[src/rtl/tplm_ram.sv]
// generic single-port-write ram with registered read
`timescale 1ns / 1ps

module tplm_ram #(
  parameter int WIDTH = 8,
  parameter int DEPTH = 16,
  localparam int AW = (DEPTH > 1) ? $clog2(DEPTH) : 1
) (
  input  logic             clk,
  input  logic             we,
  input  logic [AW-1:0]    waddr,
  input  logic [WIDTH-1:0] wdata,
  input  logic             re,
  input  logic [AW-1:0]    raddr,
  output logic [WIDTH-1:0] rdata
);

  logic [WIDTH-1:0] mem_r [DEPTH];
  logic [WIDTH-1:0] rdata_r;

  always_ff @(posedge clk) begin
    if (we) begin
      mem_r[waddr] <= wdata;
    end
    if (re) begin
      rdata_r <= mem_r[raddr];
    end
  end

  assign rdata = rdata_r;

endmodule

[config.mk]
export PLATFORM = sky130hd
export DESIGN_NAME = tplm_ram
export DESIGN_NICKNAME = d
export VERILOG_FILES = /design/src/rtl/tplm_ram.sv
export SDC_FILE = /design/constraint.sdc
export NUM_CORES = 1
export LEC_CHECK = 0
export BUFFER_PORTS_ARGS = -buffer_cell sky130_fd_sc_hd__buf_4
export CELL_PAD_IN_SITES_DETAIL_PLACEMENT = 1
export CELL_PAD_IN_SITES_GLOBAL_PLACEMENT = 2
export CORE_ASPECT_RATIO = 1.75
export CORE_MARGIN = 2
export CORE_UTILIZATION = 25
export DETAILED_ROUTE_END_ITERATION = 10
export PLACE_DENSITY = 0.55
export SETUP_SLACK_MARGIN = 0.4
export SYNTH_ARGS = -nofsm -noshare
export SYNTH_HDL_FRONTEND = slang
export SYNTH_SLANG_ARGS = --single-unit
[constraint.sdc]
create_clock -name clk -period 3 [get_ports clk]
set_input_delay 0.15 -clock clk [delete_from_list [all_inputs] [get_ports clk]]
set_output_delay 0.15 -clock clk [all_outputs]
set_load 0.01 [all_outputs]
# --- After elaboration in Yosys (flattened, before gate mapping) ---
# Memory sizes are Yosys's and may differ from the RTL's. A register that Yosys moved wholly into a read port is not among the register bits.
# Cells that the tools add are included.
op_classes:
  n_mux: 2
op_table:
  columns: ["operator", "count"]
  rows:
  - ["1-bit two-way mux", 2]
totals:
  reg_bits: 0
  ram_bits: 128
  in_bits: 19
  out_inout_bits: 8
  word_cells: 3
  memories: 1
memory_table:
  columns: ["name", "words", "width", "rd", "rd_clocked_by_memory_dff", "write_ports", "line_no", "rtl"]
  rows:
  - ["mem_r", 16, 8, 1, 1, 1, "18", "logic [WIDTH-1:0] mem_r [DEPTH];"]

# --- Depth between registers and ports, before layout ---
logic_depth:
  word_depth: 2
  depth_mapped: 5
  depth_no_buf: 3

# --- Worst setup path before layout ---
# Ideal clock, no wire load.
synth_path:
  path_kind: "in2reg"
  from: "input port waddr[2]"
  to: "memory mem_r[0][0] (enable)"
  setup_time_ns: 0.383
  t_arrival_ns: 1.260
  t_required_ns: 2.617
  setup_slack_ns: 1.357
  path_stages: 2
  path_buffers: 0
  path_cell_list: "or3b_2 -> nor3_1"
synth_lines:
  columns: ["element", "line_no", "rtl"]
  rows:
  - ["start, declared", "11", "input logic [AW-1:0] waddr,"]
  - ["end, declared", "18", null]
# Straight into the memory's write port.

==> flow_metrics.env <==
export IMPL_post_place_ws_ns=0.886
export IMPL_placed_area_um2=5740
export IMPL_status="complete, no violations"
export IMPL_max_cap_violations=0
export IMPL_synthTopCellsByCount="136 x edfxtp_1, 18 x mux4_2, 16 x a22oi_1"
export IMPL_vias_per_cell=4.57
export IMPL_min_from="re"
export IMPL_tightest_slew_ns=0.966
export IMPL_end_kind="flip-flop"
export IMPL_cts_repair_resize_count=0
export IMPL_worst_path_max_delay_cell="mux4_1"
export IMPL_grt_pass1_vias=2798
export IMPL_cts_tree="yes"
export IMPL_synthArstFlopShare=0
export IMPL_die_width_um=113
export IMPL_die_h_um=195
export IMPL_syn_nets=248
export IMPL_worst_ep_required_time_ns=3.15
export IMPL_rows=70
export IMPL_synthMuxAreaShare=0.148
export IMPL_detail_route_wl_per_cell_um=21.9
export IMPL_routed_wl_um=11800
export IMPL_grt_start_max_net_pins=33
export IMPL_area_growth_pct=21.1
export IMPL_clock_path_buffers=2
export IMPL_worstPathArrival_ns=1.80
export IMPL_ctsHtreeMaxLevel=4
export IMPL_path_class="primary input to flip-flop"
export IMPL_synth_compound_gate_area_share=0.0230
export IMPL_io_buffer_count=26
export IMPL_m1WireLength_um=4360
export IMPL_fin_worst_skew_ns=0.00480
export IMPL_hold_viol_final=0
export IMPL_reg2reg_depth=3
export IMPL_clockRootBuffer="clkbuf_16"
export IMPL_postCtsSetupBuffers=0
export IMPL_initial_utilization=0.253
export IMPL_clk_pin_slew_ns=0.06
export IMPL_ir_drop_v=0.000272
export IMPL_worstSkewPairLatency_ns=0.41
export IMPL_critical_path_startpoint="raddr[0]"
export IMPL_period_minus_slack_ns=1.65
export IMPL_drc_errors=0
export IMPL_drt_initial_drc_count=126
export IMPL_grt_overflow_total=0
export IMPL_core_um2=20700
export IMPL_wl_met2_um=6850
export IMPL_slew_viol_final=0
export IMPL_power_density_nw_per_um2=698
export IMPL_start_kind="primary input"
export IMPL_top_layer="met4"
export IMPL_antenna_cells=0
export IMPL_synth_distinct_cells=18
export IMPL_drive_gt1_frac=0.301
export IMPL_die_area_um2=22100
export IMPL_finalSetupTns_ns=0
export IMPL_numClockSinks=136
export IMPL_drt_antenna_violating_nets=0
export IMPL_synth_xor_area_share=0
export IMPL_critPathMaxStageDelay_ns=0.67
export IMPL_ys_dominant_reg_cell="edfxtp_1"
export IMPL_syn_inst=229
export IMPL_synth_top_cell_by_area="edfxtp_1"
export IMPL_route_met3_wl_um=299
export IMPL_numCtsBuffers=17
export IMPL_crit_fanout=32
export IMPL_hold_path_class="primary input to flip-flop"
export IMPL_p_leak_nw=2.07
export IMPL_syn_avg_cell_area_um2=22.8
export IMPL_yosys_area_share_simple=0.0314
export IMPL_max_freq_ghz=0.608
export IMPL_yosysSeqAreaShare=0.781
export IMPL_nets=295
export IMPL_synthAdderAreaFrac=0
export IMPL_dp_cells=509
export IMPL_grt_pass1_wl_um=18000
export IMPL_relSlewSlack=0.354
export IMPL_dp_hpwl_um=8170
export IMPL_setup_viol_count_final=0
export IMPL_fin_crit_sh=0.548
export IMPL_fin_cells=541
export IMPL_io_pins=27
export IMPL_hold_buffers=0
export IMPL_synth_top_area_frac=0.781
export IMPL_rsz0062_at_grt="false"
export IMPL_min_path_cells=1
export IMPL_fin_ws_ns=1.35
export IMPL_synth_top_family_by_area="multiplexers"
export IMPL_netlist_area_um2=5230
export IMPL_vias=2473
export IMPL_antenna_found_initial=0
export IMPL_synth_most_common_cell="edfxtp_1"
export IMPL_synth_edf_count=136
export IMPL_firstDrtPassIters=4
export IMPL_r2r_start="mem_r[3][5]"
export IMPL_gp_congestion=0.704
export IMPL_synth_ff_latch_count=136
export IMPL_ys_warn_count=0
export IMPL_crit_chain="buf_4 -> mux4_1 -> a22oi_1 -> nand2_1"
export IMPL_netlist_top_cells_area="edfxtp_1 78%, mux4_2 7.8%, mux4_1 7.0%"
export IMPL_track_usage=0.115
export IMPL_finalInstanceArea_um2=6330
-- per-stage QoR --
stage | util | hold slack, ns | power (mW)
detailed placement | 0.278 | 0.474 | 2.41
floorplan | - | 0.249 | 2.30
finish | 0.306 | 0.0395 | 4.42
CTS | 0.306 | 0.0353 | 4.47
global placement | 0.278 | 0.453 | 2.40
global route | 0.306 | 0.0495 | 4.56
-- worst max-delay path, delay by kind of cell --
family          cells  cell delay [ns]
compound gates      1             0.31
buf+inv             1             0.50
mux                 1             0.67
simple gates        1             0.13
-- sequential cells by signal (all words and copies together), names as in the netlist --
signal and flops:
mem_r 128, rdata 8
-- metal layers --
metal  track usage  vias up
met3        0.0239       24
li1              -     1072
met1         0.122     1325
met2         0.212       52
met4        0.0596        0
met5             0        -
-- placed cells by master (no fill, tap or decap), drive strengths merged --
cell type  count
mux4          32
buf           38
and2           1
nor3           4
clkinv         7
clkbuf        18
and2b          1
nand3          1
or3b           1
nand2          9
edfxtp       136
nor2b          1
nor2          13
bufinv         3
nand2b         2
a22oi         16
clkinvlp       4
nand3b         2
-- final cells by class --
| cell class | count | area, um2 |
|---|---|---|
| Multi-Input combinational cell | 83 | 1060 |
| Tap cell | 252 | 315 |
| Clock buffer | 18 | 429 |
| Timing Repair Buffer | 38 | 285 |
| Sequential cell | 136 | 4080 |
| Clock inverter | 14 | 158 |
| Fill cell | 2079 | 14300 |
-- cells by family (layout without fill, tap and decap cells) --
| group | after synthesis | after routing |
|---|---|---|
| AO/OA/AOI/OAI | 16 | 16 |
| AND/OR/NAND/NOR | 35 | 35 |
| flip-flops | 136 | 136 |
| buffers and inverters | 10 | 70 |
| multiplexers | 32 | 32 |
-- path summary, 6_finish.rpt --
| check | to | slack, ns |
|---|---|---|
| worst min-delay path | rdata[5] | 0.04 |
| worst min register to register | rdata[2] | 0.76 |
| worst max register to register | rdata[5] | 1.40 |
| worst max-delay path | rdata[5] | 1.35 |
-- power breakdown --
part / total (mW) / internal (mW) / leakage, nW / switching [mW]
Clock: 2.06 / 1.29 / 0.279 / 0.766
Sequential: 2.15 / 2.14 / 1.24 / 0.0114
Combinational: 0.207 / 0.0884 / 0.560 / 0.118
Total: 4.42 / 3.52 / 2.07 / 0.896
Power figures use the tool's default switching activity.
