===== src/rtl/tplm_pkg.sv =====
// shared types and constants of the two-level page table manager
`timescale 1ns / 1ps

package tplm_pkg;

  localparam int unsigned ENTRIES = 1024;
  localparam int unsigned IDX_W   = 10;
  localparam int unsigned PAGE_W  = 20;
  localparam int unsigned FLAG_W_BITS = 3;
  localparam int unsigned TBL_W   = PAGE_W + FLAG_W_BITS;

  localparam logic [IDX_W-1:0] RESERVED_IDX = 10'h3ff;
  localparam logic [31:0]      USER_TOP     = 32'hc000_0000;

  localparam logic [2:0] FLAG_P  = 3'b001;
  localparam logic [2:0] FLAG_W  = 3'b010;
  localparam logic [2:0] FLAG_U  = 3'b100;
  localparam logic [2:0] FLAG_PU = FLAG_P | FLAG_U;

  localparam logic OP_MAP   = 1'b0;
  localparam logic OP_CHECK = 1'b1;

  localparam logic [1:0] STATUS_OK       = 2'd0;
  localparam logic [1:0] STATUS_RANGE    = 2'd1;
  localparam logic [1:0] STATUS_NO_SLOT  = 2'd2;
  localparam logic [1:0] STATUS_RESERVED = 2'd3;

  typedef struct packed {
    logic        opcode;
    logic [31:0] vaddr;
    logic [31:0] paddr;
    logic        user_mode;
    logic [31:0] range_length;
  } tplm_in_t;

  typedef struct packed {
    logic [1:0]  status;
    logic [31:0] entry_value;
  } tplm_out_t;

  typedef struct packed {
    logic        go;
    logic [31:0] start;
    logic [31:0] len;
  } walk_req_t;

  typedef struct packed {
    logic done;
    logic fail;
  } walk_rsp_t;

endpackage


===== src/rtl/tplm_walk.sv =====
// user range walker: one directory and one table read per page, pipelined
`timescale 1ns / 1ps

module tplm_walk import tplm_pkg::*; #(
  parameter int TABLE_SLOTS = 64,
  localparam int SLOT_W = $clog2(TABLE_SLOTS),
  localparam int DIR_W  = SLOT_W + FLAG_W_BITS,
  localparam int TBL_AW = SLOT_W + IDX_W
) (
  input  logic              clk,
  input  logic              rst_n,
  input  walk_req_t         req,
  output walk_rsp_t         rsp,
  output logic              dir_re,
  output logic [IDX_W-1:0]  dir_raddr,
  input  logic [DIR_W-1:0]  dir_rdata,
  output logic              tbl_re,
  output logic [TBL_AW-1:0] tbl_raddr,
  input  logic [TBL_W-1:0]  tbl_rdata
);

  typedef enum logic [2:0] {
    W_IDLE = 3'b001,
    W_SUM  = 3'b010,
    W_RUN  = 3'b100
  } walk_state_t;

  walk_state_t       state_r, state_nxt;
  logic [31:0]       va_r, va_nxt;
  logic [31:0]       lenm1_r, lenm1_nxt;
  logic              zero_r, zero_nxt;
  logic [PAGE_W-1:0] page_r, page_nxt;
  logic [PAGE_W-1:0] last_r, last_nxt;
  logic              issuing_r, issuing_nxt;
  logic              p1_v_r, p1_v_nxt;
  logic [IDX_W-1:0]  p1_idx_r, p1_idx_nxt;
  logic              p2_v_r, p2_v_nxt;
  logic [32:0]       end_sum;
  logic              fail_w;

  always_comb begin
    state_nxt   = state_r;
    va_nxt      = va_r;
    lenm1_nxt   = lenm1_r;
    zero_nxt    = zero_r;
    page_nxt    = page_r;
    last_nxt    = last_r;
    issuing_nxt = issuing_r;
    p1_v_nxt    = p1_v_r;
    p1_idx_nxt  = p1_idx_r;
    p2_v_nxt    = p2_v_r;
    rsp         = '0;
    dir_re      = 1'b0;
    dir_raddr   = page_r[PAGE_W-1:IDX_W];
    tbl_re      = 1'b0;
    tbl_raddr   = {dir_rdata[DIR_W-1:FLAG_W_BITS], p1_idx_r};
    end_sum     = {1'b0, va_r} + {1'b0, lenm1_r};
    fail_w      = 1'b0;

    unique case (state_r)
      W_IDLE: begin
        if (req.go) begin
          va_nxt    = req.start;
          lenm1_nxt = req.len - 32'd1;
          zero_nxt  = (req.len == 32'd0);
          state_nxt = W_SUM;
        end
      end
      W_SUM: begin
        priority if (va_r >= USER_TOP) begin
          rsp       = '{done: 1'b1, fail: 1'b1};
          state_nxt = W_IDLE;
        end else if (zero_r) begin
          rsp       = '{done: 1'b1, fail: 1'b0};
          state_nxt = W_IDLE;
        end else if (end_sum >= {1'b0, USER_TOP}) begin
          rsp       = '{done: 1'b1, fail: 1'b1};
          state_nxt = W_IDLE;
        end else begin
          page_nxt    = va_r[31:12];
          last_nxt    = end_sum[31:12];
          issuing_nxt = 1'b1;
          p1_v_nxt    = 1'b0;
          p2_v_nxt    = 1'b0;
          state_nxt   = W_RUN;
        end
      end
      W_RUN: begin
        p1_v_nxt   = issuing_r;
        p1_idx_nxt = page_r[IDX_W-1:0];
        if (issuing_r) begin
          dir_re = 1'b1;
          if (page_r == last_r) begin
            issuing_nxt = 1'b0;
          end else begin
            page_nxt = page_r + PAGE_W'(1);
          end
        end
        p2_v_nxt = 1'b0;
        if (p1_v_r) begin
          if ((dir_rdata[FLAG_W_BITS-1:0] & FLAG_PU) == FLAG_PU) begin
            tbl_re   = 1'b1;
            p2_v_nxt = 1'b1;
          end else begin
            fail_w = 1'b1;
          end
        end
        if (p2_v_r && ((tbl_rdata[FLAG_W_BITS-1:0] & FLAG_PU) != FLAG_PU)) begin
          fail_w = 1'b1;
        end
        if (fail_w) begin
          rsp         = '{done: 1'b1, fail: 1'b1};
          issuing_nxt = 1'b0;
          p1_v_nxt    = 1'b0;
          p2_v_nxt    = 1'b0;
          state_nxt   = W_IDLE;
        end else if (!issuing_r && !p1_v_r && !p2_v_r) begin
          rsp       = '{done: 1'b1, fail: 1'b0};
          state_nxt = W_IDLE;
        end
      end
      default: begin
        state_nxt = W_IDLE;
      end
    endcase
  end

  always_ff @(posedge clk) begin
    if (!rst_n) begin
      state_r   <= W_IDLE;
      issuing_r <= 1'b0;
      p1_v_r    <= 1'b0;
      p2_v_r    <= 1'b0;
    end else begin
      state_r   <= state_nxt;
      issuing_r <= issuing_nxt;
      p1_v_r    <= p1_v_nxt;
      p2_v_r    <= p2_v_nxt;
    end
  end

  always_ff @(posedge clk) begin
    va_r     <= va_nxt;
    lenm1_r  <= lenm1_nxt;
    zero_r   <= zero_nxt;
    page_r   <= page_nxt;
    last_r   <= last_nxt;
    p1_idx_r <= p1_idx_nxt;
  end

endmodule


===== config.mk =====
export PLATFORM = sky130hd
export DESIGN_NAME = tplm_walk
export DESIGN_NICKNAME = d
export VERILOG_FILES = /design/src/rtl/tplm_pkg.sv /design/src/rtl/tplm_walk.sv
export SDC_FILE = /design/constraint.sdc
export NUM_CORES = 1
export LEC_CHECK = 0
export ABC_AREA = 1
export BUFFER_PORTS_ARGS = -buffer_cell sky130_fd_sc_hd__clkbuf_2
export CAP_MARGIN = 20
export CORE_UTILIZATION = 35
export DETAILED_ROUTE_END_ITERATION = 16
export HOLD_SLACK_MARGIN = 0.12
export PLACE_DENSITY = 0.51
export RECOVER_POWER = 25
export SLEW_MARGIN = 20
export SYNTH_ARGS = -nofsm -noshare
export SYNTH_HDL_FRONTEND = slang
export SYNTH_SLANG_ARGS = --single-unit

===== constraint.sdc =====
create_clock -name clk -period 4.3 [get_ports clk]
set_input_delay 0.215 -clock clk [delete_from_list [all_inputs] [get_ports clk]]
set_output_delay 0.215 -clock clk [all_outputs]
set_load 0.01 [all_outputs]

; ---- Yosys cells after proc, flatten, opt, wreduce, memory -nomap -nowiden
; Index checks and enable logic that the tools add are counted.
[word_totals]
register_bits = 121
word_cells = 86
in_bits = 99
[op_classes]
n_mux = 42
n_reduce_logical = 13
magnitude_cmp = 2
n_eq_ne = 13
addsub = 3
bitwise = 3
[ops]
columns = op, count
row1 = two-way mux 20 bit, 5
row2 = one-hot mux 20 bit (2 select lines), 1
row3 = adder 32 x 32 -> 33 bit, 1
row4 = >= comparator 33 x 32 -> 1 bit (second input constant), 1
row5 = >= comparator 32 bit (second input constant), 1
row6 = logical NOT 32 bit, 1
row7 = subtractor 32 x 1 -> 32 bit (second input constant), 1
row8 = adder 20 x 1 -> 20 bit (second input constant), 1
row9 = == test 20 bit, 1
row10 = two-way mux 1 bit, 20
row11 = two-way mux 3 bit, 6
row12 = != test 2 bit (second input constant), 7
row13 = two-way mux 2 bit, 5
row14 = one-hot mux 3 bit (3 select lines), 1
row15 = AND reduction 4 bit, 2
row16 = one-hot mux 1 bit (2 select lines), 3
row17 = AND reduction 6 bit, 1
row18 = one-hot mux 2 bit (2 select lines), 1
row19 = AND reduction 2 bit, 2
row20 = == test 3 x 1 -> 1 bit (second input constant), 1
row21 = == test 3 x 2 -> 1 bit (second input constant), 1
row22 = == test 3 bit (second input constant), 1
row23 = logical AND 1 bit, 3
row24 = logical NOT 1 bit, 3
row25 = other kinds (4), 6

; ---- Depth between registers and ports, before layout
; Gate-level depths: netlist of the first run.
[depth]
ltp_word = 7
depth_mapped = 18
depth_no_buf = 18

; ---- Least setup slack after synthesis of the first run
; No wires, ideal clock.
[synth_path]
kind = flip-flop to flip-flop
from = register state_r[1]
to = register lenm1_r[0] (enable)
t_required_ns = 3.812
arrival_ns = 3.209
path_slack_ns = 0.602
stages_incl_launch_ff = 4
setup_time_ns = 0.488
path_cell_list = dfxtp_1 > inv_1 > nand3_1 > nor2_1
[synth_between]
elab_chain_len = 2
[synth_rtl]
columns = item, line
row1 = "start, declared", tplm_walk.sv:28  ; walk_state_t state_r, state_nxt;
row2 = "start signal, assigned", tplm_walk.sv:135  ; state_r <= state_nxt;
row3 = == test 3 x 1 -> 1 bit, tplm_walk.sv:60  ; unique case (state_r)
row4 = AND reduction 2 bit (no source line), n/a
row5 = "end signal, assigned", tplm_walk.sv:144  ; lenm1_r <= lenm1_nxt;
row6 = "end, declared", tplm_walk.sv:30  ; logic [31:0] lenm1_r, lenm1_nxt;
; Every way passes these cells.
; A chain may end at the register's enable or synchronous reset.

; ---- Worst setup path after layout of the first run
[layout_path]
from = register va_r[13]
to = register last_r[2] (enable)
[layout_between]
elab_chain_len = 4
elab_cells_between_ends = 6
[layout_rtl]
columns = item, line
row1 = "start, declared", tplm_walk.sv:29  ; logic [31:0] va_r, va_nxt;
row2 = "start signal, assigned", tplm_walk.sv:143  ; va_r <= va_nxt;
row3 = adder 32 x 32 -> 33 bit, tplm_walk.sv:57  ; end_sum = {1'b0, va_r} + {1'b0, lenm1_r};
row4 = via end_sum[30], tplm_walk.sv:38  ; logic [32:0] end_sum;
row5 = >= comparator 33 x 32 -> 1 bit, tplm_walk.sv:76  ; end else if (end_sum >= {1'b0, USER_TOP}) begin
row6 = inverter 1 bit (no source line), n/a
row7 = AND reduction 4 bit (no source line), n/a
row8 = "end signal, assigned", tplm_walk.sv:147  ; last_r <= last_nxt;
row9 = "end, declared", tplm_walk.sv:33  ; logic [PAGE_W-1:0] last_r, last_nxt;
; The timed path passes the listed nets, and every way through them passes these cells.

==> impl_metrics.csv, run 1 <==
group,metric,value,unit
outcome,outcome,"finished, final reports clean",
floorplanning,start_util,0.357,
setup_path,cp_cell_sequence,"ha_1 -> nand2_1 -> inv_2 -> nand2_1 -> inv_1 -> a21oi_1 -> nand2_1 -> nand2_1 -> nand2_1 -> nand2_1 -> nand2_2 -> nand2_2 -> nand4_2 -> inv_1",
synth,synth_edf_count,115,
cts,clk_latency,0.42,ns
placement,dp_hpwl,12100,um
sta,period_minus_slack,2.99,ns
sta,setup_tns,0,ns
layout,final_net_count,1054,
synth,syn_nets,919,
setup_path,crit_top_cell,"nand2_1",
cts,ctsHtreeMaxLevel,4,
sta,worst_clock_skew,0.0154,ns
sta,maxSlewViolCount,0,
global_route,grt_pass1_vias,5123,
synth,synthTopCellsByArea,"edfxtp_1 (48%), nand2_1 (9.9%), ha_1 (5.9%)",
cts,cts_tree,"done",
detailed_routing,drtPass1Iterations,6,
sta,setup_violations,0,
global_route,grtUsageTotal,0.155,
global_route,grt_max_degree,66,
global_route,antenna_found_initial,0,
synth,synth_top_flop_cell,"edfxtp_1",
synth,seq_area_frac_synth,0.495,
layout,drive_above_1_share,0.156,
pwr,powerDensity,369,nW/um2
detailed_routing,final_antenna_net_count,0,
detailed_routing,drc_errors,0,
floorplanning,die_y,146,um
placement,pre_cts_ws,1.28,ns
cts,numCtsBuffers,17,
sta,setup_ws,1.31,ns
cts,cts_root_buf,"clkbuf_16",
setup_path,path_max_fanout,20,
cts,clock_sinks,121,
sta,max-slew-margin-rel,0.446,
synth,async_flop_share,0,
detailed_routing,vias,5431,
synth,synth-seq-cells,121,
sta,worst_slew_pin_slew,0.831,ns
pwr,total_leakage_power,3.77,nW
global_route,gr-total-overflow,0,
placement,postPlaceCellArea,7920,um2
pwr,total_power,3.27,mW
worst_hold_path,worstHoldPathType,"in -> reg",
floorplanning,die_area,21200,um2
setup_path,path_class,"reg -> reg",
detailed_routing,routedWlPerCell,12.9,um
floorplanning,core_area,20200,um2
placement,gp_congestion,0.815,
cts,cts.clk_slew.worst_paths,0.06,ns
floorplanning,rows,52,
synth,synth_warnings,0,
detailed_routing,wirelength,15500,um
global_route,grt_pass1_wl,25400,um
sta,max_freq,0.334,GHz
detailed_routing,vias_per_cell,4.51,
sta,fin_crit_sh,0.695,
synth,yosysMostFrequentCell,"nand2_1",
floorplanning,dieWidth,146,um
layout,design_area,8870,um2
setup_path,required,4.34,ns
sta,rsz0062_at_grt,"false",
cts,clockBufferDepth,2,
placement,portBuffers,94,
sta,final-hold-violation-count,0,
setup_path,cp_slowest_cell,"inv_1",
setup_path,critical-path-max-stage-delay,0.58,ns
floorplanning,io_pins,129,
synth,syn_area,7220,um2
setup_path,timing.critical_path.to_type,"flip-flop",
synth,synthCells,785,
detailed_routing,dr.first_iter.drc_count,208,
layout,diodes,0,
synth,yosysUniqueCellTypes,40,
flow_run,cap_violations,0,
setup_path,crit_arrival,3.03,ns
synth,yosysTopAreaCellShare,0.479,
setup_path,critPathLaunchType,"flip-flop",
synth,synth_common_cells,"nand2_1 (191), edfxtp_1 (115), inv_1 (89)",
layout,area_growth,23.0,%
pwr,ir_drop,0.225,mV
synth,syn_avg_cell_area,9.19,um2
synth,synth_area_leader_cell,"edfxtp_1",
==> kinds of logic (layout without fill, tap and decap cells) <==
family          Yosys count  count (layout)  share of synthesized area
flops                   121             121                      0.495
xor+xnor                 67              67                     0.0813
compound gates           79              79                     0.0629
simple gates            366             366                      0.230
buf+inv                 117             265                     0.0693
fa+ha+maj                35              35                     0.0617
==> flip-flops by register name, indices dropped and copies added, names as in the netlist <==
signal and cells:
page_r 20, last_r 20, state_r 3, p1_idx_r 10
p2_v_r 1, zero_r 1, issuing_r 1, va_r 32
lenm1_r 32, p1_v_r 1
==> final cells by class <==
class | count | area, um2
fillers | 2013 | 11400
flip-flops and latches | 121 | 3570
multi-input cells | 547 | 3150
repair buffers | 138 | 893
clock buffers | 18 | 429
inverters | 95 | 357
well taps | 270 | 338
clock inverters | 14 | 131
==> layer usage <==
| metal | global-route usage | vias up | share of wire |
|---|---|---|---|
| li1 | - | 2893 | - |
| met1 | 0.227 | 2428 | 0.55 |
| met2 | 0.225 | 97 | 0.41 |
| met3 | 0.0292 | 13 | 0.035 |
| met4 | 0.0589 | 0 | 0.012 |
| met5 | 0 | - | 0 |
==> path summary, 6_finish.rpt <==
check             from          to  slack (ns)  cells past startpoint
max           va_r[13]   last_r[2]        1.31                     14
min             req[2]  lenm1_r[2]        0.14                      2
max reg2reg   va_r[13]   last_r[2]        1.31                     14
min reg2reg  issuing_r   issuing_r        0.50                      2
==> power by group <==
part / switching, mW / internal [mW] / leakage (nW)
Clock: 0.510 / 0.842 / 0.268
Combinational: 0.303 / 0.198 / 2.39
Sequential: 0.0400 / 1.38 / 1.12
Total: 0.852 / 2.42 / 3.77
==> cells in the final DEF (no fill, tap or decap), drive strengths merged <==
| master | n |
|---|---|
| nand2 | 198 |
| edfxtp | 115 |
| clkbuf | 113 |
| inv | 95 |
| nor2 | 86 |
| dlygate4sd3 | 40 |
| xor2 | 39 |
| ha | 34 |
| nand3 | 33 |
| a21oi | 31 |
| xnor2 | 28 |
| o21ai | 23 |
| nor3 | 22 |
| nand4 | 16 |
| clkinv | 9 |
| o21bai | 6 |
| dfxtp | 6 |
| o31ai | 5 |
| a31oi | 5 |
| o211ai | 5 |
| nor4 | 4 |
| or2 | 3 |
| clkinvlp | 3 |
| buf | 3 |
| nor3b | 2 |
| o2111ai | 2 |
| bufinv | 2 |
| or4 | 1 |
| nand3b | 1 |
| a21o | 1 |
| o21a | 1 |
| fa | 1 |
==> critical path: cells and delay by family, from the launching register on <==
kind	cells	cell delay [ns]
and+or+nand+nor	9	0.99
buffers and inverters	3	0.66
DFF	1	0.43
adders and majority gates	1	0.39
AOI/OAI and AO/OA	1	0.13
==> what timing repair did <==
action	in CTS	in global routing
setup buffers	0	0
resized for setup	0	0
hold buffers	40	0
hold endpoints to repair	44	0
==> per-stage QoR <==
step | hold slack (ns) | instances | util
6_report | 0.139 | 1203 | 0.439
3_3_place_gp | 0.392 | 1130 | 0.391
4_1_cts | 0.125 | 1202 | 0.439
2_1_floorplan | 0.314 | 785 | -
5_1_grt | 0.128 | 1203 | 0.439
3_5_place_dp | 0.394 | 1130 | 0.391
(Power assumes the default switching activity.)
==> inputs of run 2 (changes only) <==
==> constraint.sdc (replaced) <==
create_clock -name clk -period 2.8 [get_ports clk]
set_input_delay 0.14 -clock clk [delete_from_list [all_inputs] [get_ports clk]]
set_output_delay 0.14 -clock clk [all_outputs]
set_load 0.01 [all_outputs]
==> run 2 against run 1 <==
Flip-flop and latch count did not move. Count of clock-buffer cells in the layout grew 5. Die area unchanged. Setup slack worse by 1.1 ns. Register-to-register slack worse by 1.1 ns. Highest routed layer unchanged. Global-route usage up 0.91 points. Largest power group unchanged.
==> impl_metrics.csv, run 2 (synthesis gave the netlist of run 1 again) <==
group,metric,value,unit
sta,worst_clock_skew,0.0118,ns
setup_path,path_class,"reg -> out",
setup_path,r2r-end,"page_r[1]",
cts,numCtsBuffers,17,
layout,diodes,0,
global_route,gr-total-overflow,0,
flow_run,cap_violations,0,
sta,final-hold-violation-count,0,
cts,clockBufferDepth,2,
detailed_routing,wirelength,16800,um
global_route,grt_pass1_wl,27000,um
pwr,ir_drop,0.366,mV
cts,cts_tree,"done",
sta,worst_slew_pin_slew,0.621,ns
sta,period_minus_slack,2.63,ns
global_route,grtUsageTotal,0.164,
detailed_routing,final_antenna_net_count,0,
sta,maxSlewViolCount,0,
placement,portBuffers,94,
pwr,total_leakage_power,4.03,nW
sta,rsz0062_at_grt,"true",
sta,setup_violations,0,
setup_path,required,2.66,ns
setup_path,ff2ff_path_depth,16,
global_route,antenna_found_initial,0,
cts,clock_sinks,121,
setup_path,path_max_fanout,4,
layout,post-route-util,0.480,
worst_hold_path,whs_endpoint,"p2_v_r",
floorplanning,dieWidth,146,um
placement,dp_hpwl,12300,um
floorplanning,die_area,21200,um2
worst_hold_path,worstHoldPathType,"in -> reg",
cts,cts.clk_slew.worst_paths,0.06,ns
outcome,outcome,"finished, final reports clean",
setup_path,rr_startpoint,"va_r[13]",
global_route,grt_pass1_vias,5441,
cts,ctsHtreeMaxLevel,4,
cts,cts_root_buf,"clkbuf_16",
global_route,grt_max_degree,66,
layout,final_net_count,1102,
setup_path,regToRegSetupSlack,0.19,ns
floorplanning,rows,52,
layout,instances_no_fill,1251,
floorplanning,start_util,0.357,
detailed_routing,routedWlPerCell,13.4,um
layout,area_growth,34.7,%
cts,clk_latency,0.41,ns
detailed_routing,dr.first_iter.drc_count,236,
setup_path,crit_arrival,2.49,ns
detailed_routing,vias,5650,
floorplanning,die_y,146,um
setup_path,critPathLaunchType,"flip-flop",
detailed_routing,drc_errors,0,
layout,drive_above_1_share,0.231,
sta,fin_crit_sh,0.940,
sta,setup_tns,0,ns
layout,layout_common_cells,"nand2_1 (174), edfxtp_1 (115), inv_1 (87)",
sta,max_freq,0.380,GHz
setup_path,cp-startpoint,"va_r[16]",
detailed_routing,drtPass1Iterations,5,
setup_path,timing.critical_path.to_type,"primary output",
worst_hold_path,worstHoldStart,"dir_rdata[2]",
placement,gp_congestion,0.850,
worst_hold_path,hold_path_depth,5,
floorplanning,io_pins,129,
sta,max-slew-margin-rel,0.585,
detailed_routing,vias_per_cell,4.52,
layout,top_regs,"lenm1_r: 32 flops, va_r: 32 flops",
floorplanning,core_area,20200,um2
layout,layout_commonest_cell,"nand2_1",
placement,placed_cells,1145,
pwr,powerDensity,548,nW/um2
==> run 2: cell count changes in the layout (fill, tap and decap cells not counted), moves of 3 or more <==
cell           delta
a21oi_1           -6
a21oi_2           +5
buf_12            +3
buf_4            +24
clkbuf_1          +4
clkinv_1          -3
dlygate4sd3_1    +21
ha_1             -23
ha_4             +22
inv_2             +3
nand2_1          -17
nand2_2          +14
nand2_4           +3
nor2_1            -3
==> run 2: metal layers <==
layer / vias to the layer above / share of wire / routed length, um / global-route usage
li1: 2976 / - / - / -
met1: 2559 / 0.53 / 8820 / 0.238
met2: 108 / 0.43 / 7200 / 0.244
met3: 7 / 0.038 / 643 / 0.0373
met4: 0 / 0.0063 / 106 / 0.0463
met5: - / 0 / 0 / 0
==> run 2: where the power goes <==
| part | switching (mW) | leakage (nW) | total [mW] | internal, mW |
|---|---|---|---|---|
| Sequential | 0.0740 | 1.12 | 2.20 | 2.12 |
| Combinational | 0.536 | 2.64 | 0.980 | 0.444 |
| Clock | 0.755 | 0.273 | 2.15 | 1.39 |
| Total | 1.37 | 4.03 | 5.32 | 3.96 |
==> run 2: metrics by stage <==
step	hold slack (ns)	setup WS (ns)	power, mW	area [um2]
after global placement	0.280	0.136	2.99	8070
after global routing	0.142	-0.0483	5.58	9720
after CTS	0.121	0.00391	5.30	9570
final	0.131	0.168	5.32	9720
after floorplan	0.239	0.0492	2.72	7220
after detailed placement	0.280	0.113	2.99	8070
==> run 2: how the worst max path moves through the flow <==
stage | cells after the start | end | slack (ns)
final | 14 | rsp[0] | 0.17
after global routing | 16 | rsp[0] | -0.05
after CTS | 17 | rsp[0] | 0.004
after detailed placement | 17 | page_r[4] | 0.11
after global placement | 15 | page_r[2] | 0.14
after floorplan | 16 | page_r[0] | 0.05
==> run 2: cell type report <==
class / instances / area [um2]
Timing Repair Buffer: 186 / 1330
Fill cell: 1960 / 10500
Multi-Input combinational cell: 547 / 3550
Inverter: 95 / 357
Sequential cell: 121 / 3570
Clock inverter: 9 / 124
Tap cell: 270 / 338
Clock buffer: 23 / 448
==> run 2: worst max-delay path: stages, from the launching register on <==
cell	delay (ns)
edfxtp_1	0.47
ha_4	0.34
nand2_2	0.08
nor2_2	0.14
nand2_1	0.08
nor3b_1	0.18
nand2_1	0.09
nand2_1	0.06
nand2_1	0.06
nand2_2	0.07
nand2_2	0.07
nand3_2	0.08
nand2_4	0.05
o21bai_1	0.16
buf_2	0.15
==> run 2: timing repair <==
item	in CTS	in global routing
pin swaps	5	24
setup endpoints to repair	2	8
hold buffers	62	0
endpoints found under the hold margin	63	0
gates resized for setup	31	34
setup buffers	7	7
==> inputs of run 3 (changes only) <==
--- a/config.mk
+++ b/config.mk
@@ -7,7 +7,6 @@
 export LEC_CHECK = 0
 export ABC_AREA = 1
 export BUFFER_PORTS_ARGS = -buffer_cell sky130_fd_sc_hd__clkbuf_2
-export CAP_MARGIN = 20
 export CORE_UTILIZATION = 35
 export DETAILED_ROUTE_END_ITERATION = 16
 export HOLD_SLACK_MARGIN = 0.12
==> constraint.sdc (replaced) <==
create_clock -name clk -period 3.4 [get_ports clk]
set_input_delay 0.17 -clock clk [delete_from_list [all_inputs] [get_ports clk]]
set_output_delay 0.17 -clock clk [all_outputs]
set_load 0.01 [all_outputs]
==> run 3 against run 2 <==
Non-clock buffer count shrank 30. Count of clock-buffer cells in the layout shrank 6. Critical path depth is the same. First-iteration DRC count shrank 4.7%. Flip-flop and latch count is the same. Register-to-register slack gained 0.33 ns. Clock power shrank 8%. Via count shrank 2.5%. Setup slack gained 0.31 ns. Cell count shrank 2.4%. Utilization shrank 2.9 points.
==> impl_metrics.csv, run 3 (synthesis gave the netlist of run 1 again) <==
group,metric,value,unit
setup_path,path_class,"reg -> out",
sta,max_freq,0.342,GHz
cts,cts.clk_slew.worst_paths,0.06,ns
detailed_routing,vias_per_cell,4.51,
setup_path,path_buf_inv,1,
sta,fin_crit_sh,0.861,
cts,numCtsBuffers,17,
pwr,total_power,4.43,mW
cts,clockBufferDepth,2,
detailed_routing,drtPass1Iterations,4,
setup_path,required,3.23,ns
worst_hold_path,worstHoldPathType,"in -> reg",
layout,top_regs,"lenm1_r: 32 flops, va_r: 32 flops",
pwr,powerDensity,484,nW/um2
sta,max-slew-margin-rel,0.598,
floorplanning,core_area,20200,um2
setup_path,timing.critical_path.to_type,"primary output",
layout,diodes,0,
sta,maxSlewViolCount,0,
sta,final-hold-violation-count,0,
setup_path,critPathLaunchType,"flip-flop",
global_route,grt_pass1_vias,5244,
sta,setup_tns,0,ns
detailed_routing,dr.first_iter.drc_count,225,
setup_path,critical-path-max-stage-delay,0.45,ns
floorplanning,start_util,0.357,
setup_path,crit_top_cell,"nand2_1",
sta,period_minus_slack,2.93,ns
global_route,antenna_found_initial,0,
layout,area_growth,26.6,%
sta,worst_slew_pin_slew,0.603,ns
setup_path,crit_arrival,2.76,ns
layout,layout_commonest_cell,"nand2_1",
global_route,grt_pass1_wl,26000,um
layout,design_area,9140,um2
floorplanning,die_y,146,um
layout,final_net_count,1072,
sta,worst_clock_skew,0.0122,ns
cts,clk_latency,0.42,ns
cts,ctsHtreeMaxLevel,4,
detailed_routing,wirelength,15700,um
floorplanning,rows,52,
setup_path,cp_cell_sequence,"ha_1 -> nand2_1 -> nor2_1 -> nand2_1 -> nor3b_1 -> nand2_1 -> nand2_1 -> nand2_1 -> nand2_2 -> nand2_2 -> nand3_1 -> nand2_2 -> o21bai_1 -> clkbuf_2",
detailed_routing,met3_length,637,um
detailed_routing,top_layer,"met4",
global_route,gr-total-overflow,0,
global_route,grt_max_degree,57,
detailed_routing,routedWlPerCell,12.9,um
setup_path,cp_slowest_cell,"edfxtp_1",
detailed_routing,vias,5506,
global_route,grtUsageTotal,0.158,
setup_path,path_max_fanout,4,
outcome,outcome,"finished, final reports clean",
detailed_routing,dr_wl_met2,6440,um
cts,clock_sinks,121,
floorplanning,dieWidth,146,um
layout,layout_common_cells,"nand2_1 (191), edfxtp_1 (115), inv_1 (88)",
sta,rsz0062_at_grt,"false",
cts,cts_tree,"done",
placement,dp_hpwl,12200,um
setup_path,critPathTopFamily,"simple AND/OR/NAND/NOR gates",
detailed_routing,drc_errors,0,
sta,setup_violations,0,
layout,drive_above_1_share,0.163,
floorplanning,die_area,21200,um2
floorplanning,io_pins,129,
pwr,total_leakage_power,3.90,nW
cts,cts_root_buf,"clkbuf_16",
placement,gp_congestion,0.817,
detailed_routing,met1_length,8480,um
flow_run,cap_violations,0,
placement,postPlaceCellArea,7940,um2
detailed_routing,final_antenna_net_count,0,
layout,post-route-util,0.452,
cts,cts_setup_buffers,0,
placement,portBuffers,94,
pwr,ir_drop,0.309,mV
run 3: cell count changes in the layout (fill, tap and decap cells not counted), moves of 6 or more:
cell,change
buf_4,-24
ha_1,+23
nand2_2,-14
clkbuf_1,-10
a21oi_1,+6
clkbuf_2,+6
ha_4,-22
nand2_1,+17
run 3: report_power, final:
part	switching [mW]	internal, mW
registers	0.0508	1.75
logic	0.388	0.269
clock network	0.673	1.30
run 3: layer usage:
metal | up-vias | global-route usage
met5 | - | 0
met4 | 0 | 0.0532
met3 | 15 | 0.0351
met2 | 109 | 0.226
met1 | 2451 | 0.235
li1 | 2931 | -
run 3: final timing paths:
path         cells past startpoint       from  slack [ns]     endpoint
max                             14   va_r[19]        0.47       rsp[0]
min                              2    req[24]        0.15  lenm1_r[24]
max reg2reg                     16   va_r[13]        0.52   state_r[0]
min reg2reg                      2  issuing_r        0.51    issuing_r
run 3: metrics by stage:
step,std cells,hold slack [ns],setup slack [ns]
6_report,1221,0.154,0.473
4_1_cts,1221,0.143,0.427
3_5_place_dp,1131,0.340,0.524
2_1_floorplan,785,0.269,0.203
5_1_grt,1221,0.164,0.167
3_3_place_gp,1131,0.340,0.562
run 3: cell type report:
class	instances	area, um2
repair buffers	156	1070
flip-flops and latches	121	3570
clock buffers	17	425
multi-input cells	547	3150
clock inverters	15	223
inverters	95	357
fillers	1977	11100
well taps	270	338
run 3: what timing repair did:
action                                  CTS  global route
hold endpoints to repair                 61             0
endpoints found under the setup margin    0             0
hold buffers                             58             0
resized for setup                         0             0
